<file path="config.mk">
export PLATFORM = sky130hd
export DESIGN_NAME = nns_controller
export DESIGN_NICKNAME = d
export VERILOG_FILES = /design/src/rtl/core/assert_macros.svh /design/src/rtl/core/nns_pkg.sv /design/src/rtl/core/nns_controller.sv
export SDC_FILE = /design/constraint.sdc
export NUM_CORES = 1
export LEC_CHECK = 0
export ABC_AREA = 1
export BUFFER_PORTS_ARGS = -buffer_cell sky130_fd_sc_hd__buf_4
export CAP_MARGIN = 20
export CORE_AREA = 3 3 40 42
export CTS_BUF_LIST = sky130_fd_sc_hd__clkbuf_8
export DETAILED_ROUTE_END_ITERATION = 6
export DIE_AREA = 0 0 43 45
export HOLD_SLACK_MARGIN = 0.03
export SYNTH_ARGS = -nofsm -noshare
export SYNTH_HDL_FRONTEND = slang
export SYNTH_SLANG_ARGS = --single-unit
</file>
<file path="constraint.sdc">
create_clock -name clk -period 0.8 [get_ports clk]
set_input_delay 0.04 -clock clk [delete_from_list [all_inputs] [get_ports clk]]
set_output_delay 0.04 -clock clk [all_outputs]
set_load 0.1 [all_outputs]
</file>
<file path="src/rtl/core/assert_macros.svh">
// Assertion macros for the RTL of the nearest node search unit.
`ifndef ASSERT_MACROS_SVH
`define ASSERT_MACROS_SVH

`ifndef ASSERT_OFF

// The property must hold at every clock edge outside reset.
`define NNS_ASSERT(label, clk, rst_n, prop) \
    label: assert property (@(posedge clk) disable iff (!rst_n) (prop)) \
        else $error("%m: assertion failed");

// When ante holds, cons must hold at the following clock edge.
`define NNS_ASSERT_NEXT(label, clk, rst_n, ante, cons) \
    label: assert property (@(posedge clk) disable iff (!rst_n) (ante) |=> (cons)) \
        else $error("%m: assertion failed");

`else

`define NNS_ASSERT(label, clk, rst_n, prop)
`define NNS_ASSERT_NEXT(label, clk, rst_n, ante, cons)

`endif

`endif

</file>
<file path="src/rtl/core/nns_pkg.sv">
`default_nettype none

package nns_pkg;

    localparam int NODES_DEFAULT  = 1024;
    localparam int JOINTS_DEFAULT = 6;
    localparam int MAX_JOINTS     = 6;

    localparam int JOINT_W = 16;
    localparam int STAMP_W = 32;
    localparam int INDEX_W = 10;
    localparam int DIST_W  = 35;
    localparam int SQ_W    = 32;

    localparam logic [1:0] OP_CLEAR  = 2'd0;
    localparam logic [1:0] OP_INSERT = 2'd1;
    localparam logic [1:0] OP_QUERY  = 2'd2;

    localparam logic [1:0] STATUS_OK    = 2'd0;
    localparam logic [1:0] STATUS_FULL  = 2'd1;
    localparam logic [1:0] STATUS_EMPTY = 2'd2;

    typedef struct packed {
        logic [1:0]                op;
        logic signed [JOINT_W-1:0] joint_0;
        logic signed [JOINT_W-1:0] joint_1;
        logic signed [JOINT_W-1:0] joint_2;
        logic signed [JOINT_W-1:0] joint_3;
        logic signed [JOINT_W-1:0] joint_4;
        logic signed [JOINT_W-1:0] joint_5;
        logic [STAMP_W-1:0]        stamp;
    } request_t;

    typedef struct packed {
        logic [1:0]         status;
        logic [INDEX_W-1:0] node_index;
        logic [DIST_W-1:0]  distance_sq;
    } response_t;

    typedef enum logic [1:0] {
        S_IDLE,
        S_SCAN,
        S_DRAIN
    } state_t;

    // Commands from the controller to the datapath.
    typedef struct packed {
        logic accept;
        logic scan;
        logic finish;
    } ctl_cmd_t;

    // Status from the datapath to the controller.
    typedef struct packed {
        logic query_go;
        logic last_issue;
        logic pipe_empty;
    } dp_status_t;

endpackage

`default_nettype wire

</file>
<file path="src/rtl/core/nns_controller.sv">
`default_nettype none

module nns_controller (
    input  wire logic                clk,
    input  wire logic                rst_n,
    input  wire logic                start,
    input  wire nns_pkg::dp_status_t dp_status,
    output nns_pkg::ctl_cmd_t        ctl_cmd,
    output logic                     busy
);

    nns_pkg::state_t state_reg;
    nns_pkg::state_t state_next;

    always_ff @(posedge clk or negedge rst_n)
    begin
        if (!rst_n)
        begin
            state_reg <= nns_pkg::S_IDLE;
        end
        else
        begin
            state_reg <= state_next;
        end
    end

    always_comb
    begin
        state_next = state_reg;
        ctl_cmd    = '0;
        case (state_reg)
            nns_pkg::S_IDLE:
            begin
                if (start)
                begin
                    ctl_cmd.accept = 1'b1;
                    if (dp_status.query_go)
                    begin
                        state_next = nns_pkg::S_SCAN;
                    end
                end
            end
            nns_pkg::S_SCAN:
            begin
                ctl_cmd.scan = 1'b1;
                if (dp_status.last_issue)
                begin
                    state_next = nns_pkg::S_DRAIN;
                end
            end
            nns_pkg::S_DRAIN:
            begin
                // The best node is final once the last distance has left the pipeline.
                if (dp_status.pipe_empty)
                begin
                    ctl_cmd.finish = 1'b1;
                    state_next     = nns_pkg::S_IDLE;
                end
            end
            default:
            begin
                state_next = nns_pkg::S_IDLE;
            end
        endcase
    end

    assign busy = (state_reg != nns_pkg::S_IDLE);

endmodule

`default_nettype wire

</file>
==> flow_summary.json <==
{
  "track_usage_pct": 5.241,
  "layout_commonest_cell": "buf_4",
  "skew_ns": 0.001792,
  "largest_reg_flops": 2,
  "die_h_um": 45,
  "routedWlPerCell_um": 7.824,
  "stdcell_count": 51,
  "rsz0062_at_grt": "yes",
  "grt_max_degree": 5,
  "status": "finished, violations left",
  "synth_warnings": 0,
  "yosysSeqAreaShare_pct": 40.40,
  "worstSetupEndpointType": "primary output",
  "max_freq_mhz": 877.7,
  "finalHoldViolations": 0,
  "p_sw_share_pct": 43.90,
  "maxCapViolCount": 0,
  "drc_errors": 0,
  "setup_tns_ns": -1.628,
  "grt_pass1_wl_um": 683,
  "p_clk_share_pct": 31.2,
  "clockBufferDepth": 2,
  "initial_core_util_pct": 9.640,
  "fillCellCount": 143,
  "yosysTopAreaCellShare_pct": 40.40,
  "path_clk_slew_ns": 0.03,
  "irDropWorstVdd_mv": 1.090,
  "total_leakage_power_nw": 0.1885,
  "clkLatencyLatePin_ns": 0.21,
  "wl_um": 399,
  "rows": 13,
  "design_area_um2": 385.4,
  "drive_above_1_share_pct": 72.22,
  "area_delta_synth_final_pct": 211.1,
  "path_max_fanout": 2,
  "place_inst": 43,
  "synth.distinct_cells": 9,
  "synth_area_leaders": "dfrtp_1 (40%), inv_1 (12%), nand2_1 (12%), nor2_2 (10%), buf_4 (6.1%)",
  "port_buffers": 9,
  "cp-start-kind": "register",
  "synth_top_cell_by_area": "dfrtp_1",
  "cts_num_sinks": 2,
  "first_global_vias": 180,
  "setup_viol_count_final": 6,
  "syn_inst": 18,
  "avgViaCountPerCell": 3.510,
  "power_density_nw_per_um2": 3234,
  "ios": 10,
  "cp.required_ns": 0.76,
  "layout_common_cells": "buf_4 (8), buf_6 (5), nand2_1 (4)",
  "violations": "negative setup slack",
  "synth_area_per_cell_um2": 6.882,
  "p_total_mw": 1.246,
  "seqCellArea_um2": 51.30,
  "placed_area_um2": 240.2,
  "ys_seq_elements": 2,
  "nNetsFinal": 44,
  "finalMaxSlewViolations": 0,
  "grt_remaining_overflow": 0,
  "fin_ws_ns": -0.3393,
  "place.gp.congestion": 0.5667,
  "drtIter0Drc": 0,
  "netlist_area_um2": 123.9,
  "drtAntennaViolNets": 0,
  "multi_input_area_um2": 83.83,
  "antenna_found_initial": 0,
  "arrival_ns": 1.10,
  "hp-class": "input port to register",
  "dp.final_hpwl_um": 273.7,
  "die_w_um": 43,
  "core_area_um2": 1285,
  "diodes": 0,
  "path_class": "register to primary output",
  "slew_headroom_pct": 81.51,
  "cts_buffers": 3,
  "internal_power_uw": 699.1,
  "die-area_um2": 1935,
  "fin_crit_sh_pct": 142.4,
  "drt_pass1_iterations": 1,
  "power_switching_uw": 547.1,
  "syn_nets": 24,
  "min_period_ns": 1.139,
  "fin_util_pct": 29.99,
  "cts_root_buf": "clkbuf_8",
  "htreeDepth": 1,
  "vias": 179,
  "combinationalPowerShare_pct": 56.8,
  "p_seq_share_pct": 12.0,
  "cts_tree": "built",
  "tightest_slew_ns": 0.2796
}
-- per-layer routing --
layer  share of wire, %  track usage, %
met1                 33           5.048
met2                 53           6.886
met3                 14           5.179
met4                  0           3.614
met5                  0               0
-- cell usage after synthesis --
| master | n |
|---|---|
| nand2_1 | 4 |
| nor2_1 | 2 |
| dfrtp_1 | 2 |
| inv_2 | 1 |
| nand3_1 | 1 |
| nor2_2 | 2 |
| buf_4 | 1 |
| inv_1 | 4 |
| o31ai_1 | 1 |
-- layout make-up --
cell class                      instances  share of cell area [%]
Timing Repair Buffer                   16                   43.18
Multi-Input combinational cell         10                   21.75
Sequential cell                         2                   13.31
Tap cell                               15                   4.870
Inverter                                5                   6.169
Clock buffer                            3                   10.71
-- kinds of logic after synthesis --
kind of cell           after synthesis  synth area share, %
and+or+nand+nor                      9                32.32
buffers and inverters                6                21.21
DFF                                  2                40.41
AOI/OAI and AO/OA                    1                6.063
-- power by group through the flow --
stage | clock (mW) | combinational, mW | sequential, mW
6_report | 0.389 | 0.707 | 0.150
3_5_place_dp | 0 | 0.541 | 0.149
2_1_floorplan | 0 | 0.443 | 0.147
3_3_place_gp | 0 | 0.536 | 0.147
5_1_grt | 0.416 | 0.734 | 0.154
4_1_cts | 0.403 | 0.686 | 0.149
-- critical path, cell delays in order (launching register included) --
cell and delay (ns):
dfrtp_1 0.40, nor2_4 0.16, inv_6 0.04, nor2_4 0.11, buf_12 0.18
-- through the flow --
step | setup WS (ns) | hold WS, ns
6_report | -0.3393 | 0.04743
4_1_cts | -0.3628 | 0.04680
3_5_place_dp | -0.2143 | -0.1759
5_1_grt | -0.3919 | 0.05466
3_3_place_gp | -0.2028 | -0.1770
2_1_floorplan | -0.6110 | -0.2556
-- what timing repair did --
item | CTS | global route
gates cloned | 0 | 0
endpoints found under the hold margin | 2 | 0
gates resized for setup | 13 | 2
setup endpoints to repair | 6 | 6
pin swaps | 4 | 1
setup buffers | 4 | 1
hold buffers | 1 | 0
-- final timing paths --
check	start	end	slack (ns)	cells after the start
worst max register to register	state_reg[0]$_DFFE_PN0P_	state_reg[0]$_DFFE_PN0P_	-0.27	7
worst max-delay path	state_reg[0]$_DFFE_PN0P_	ctl_cmd[2]	-0.34	4
max in group asynchronous	rst_n	state_reg[1]$_DFFE_PN0P_	0.55	2
worst min-delay path	dp_status[2]	state_reg[0]$_DFFE_PN0P_	0.05	3
min in group asynchronous	rst_n	state_reg[1]$_DFFE_PN0P_	0.16	2
worst min register to register	state_reg[1]$_DFFE_PN0P_	state_reg[0]$_DFFE_PN0P_	0.62	3
Note: power is estimated with default switching activity, not from simulation.
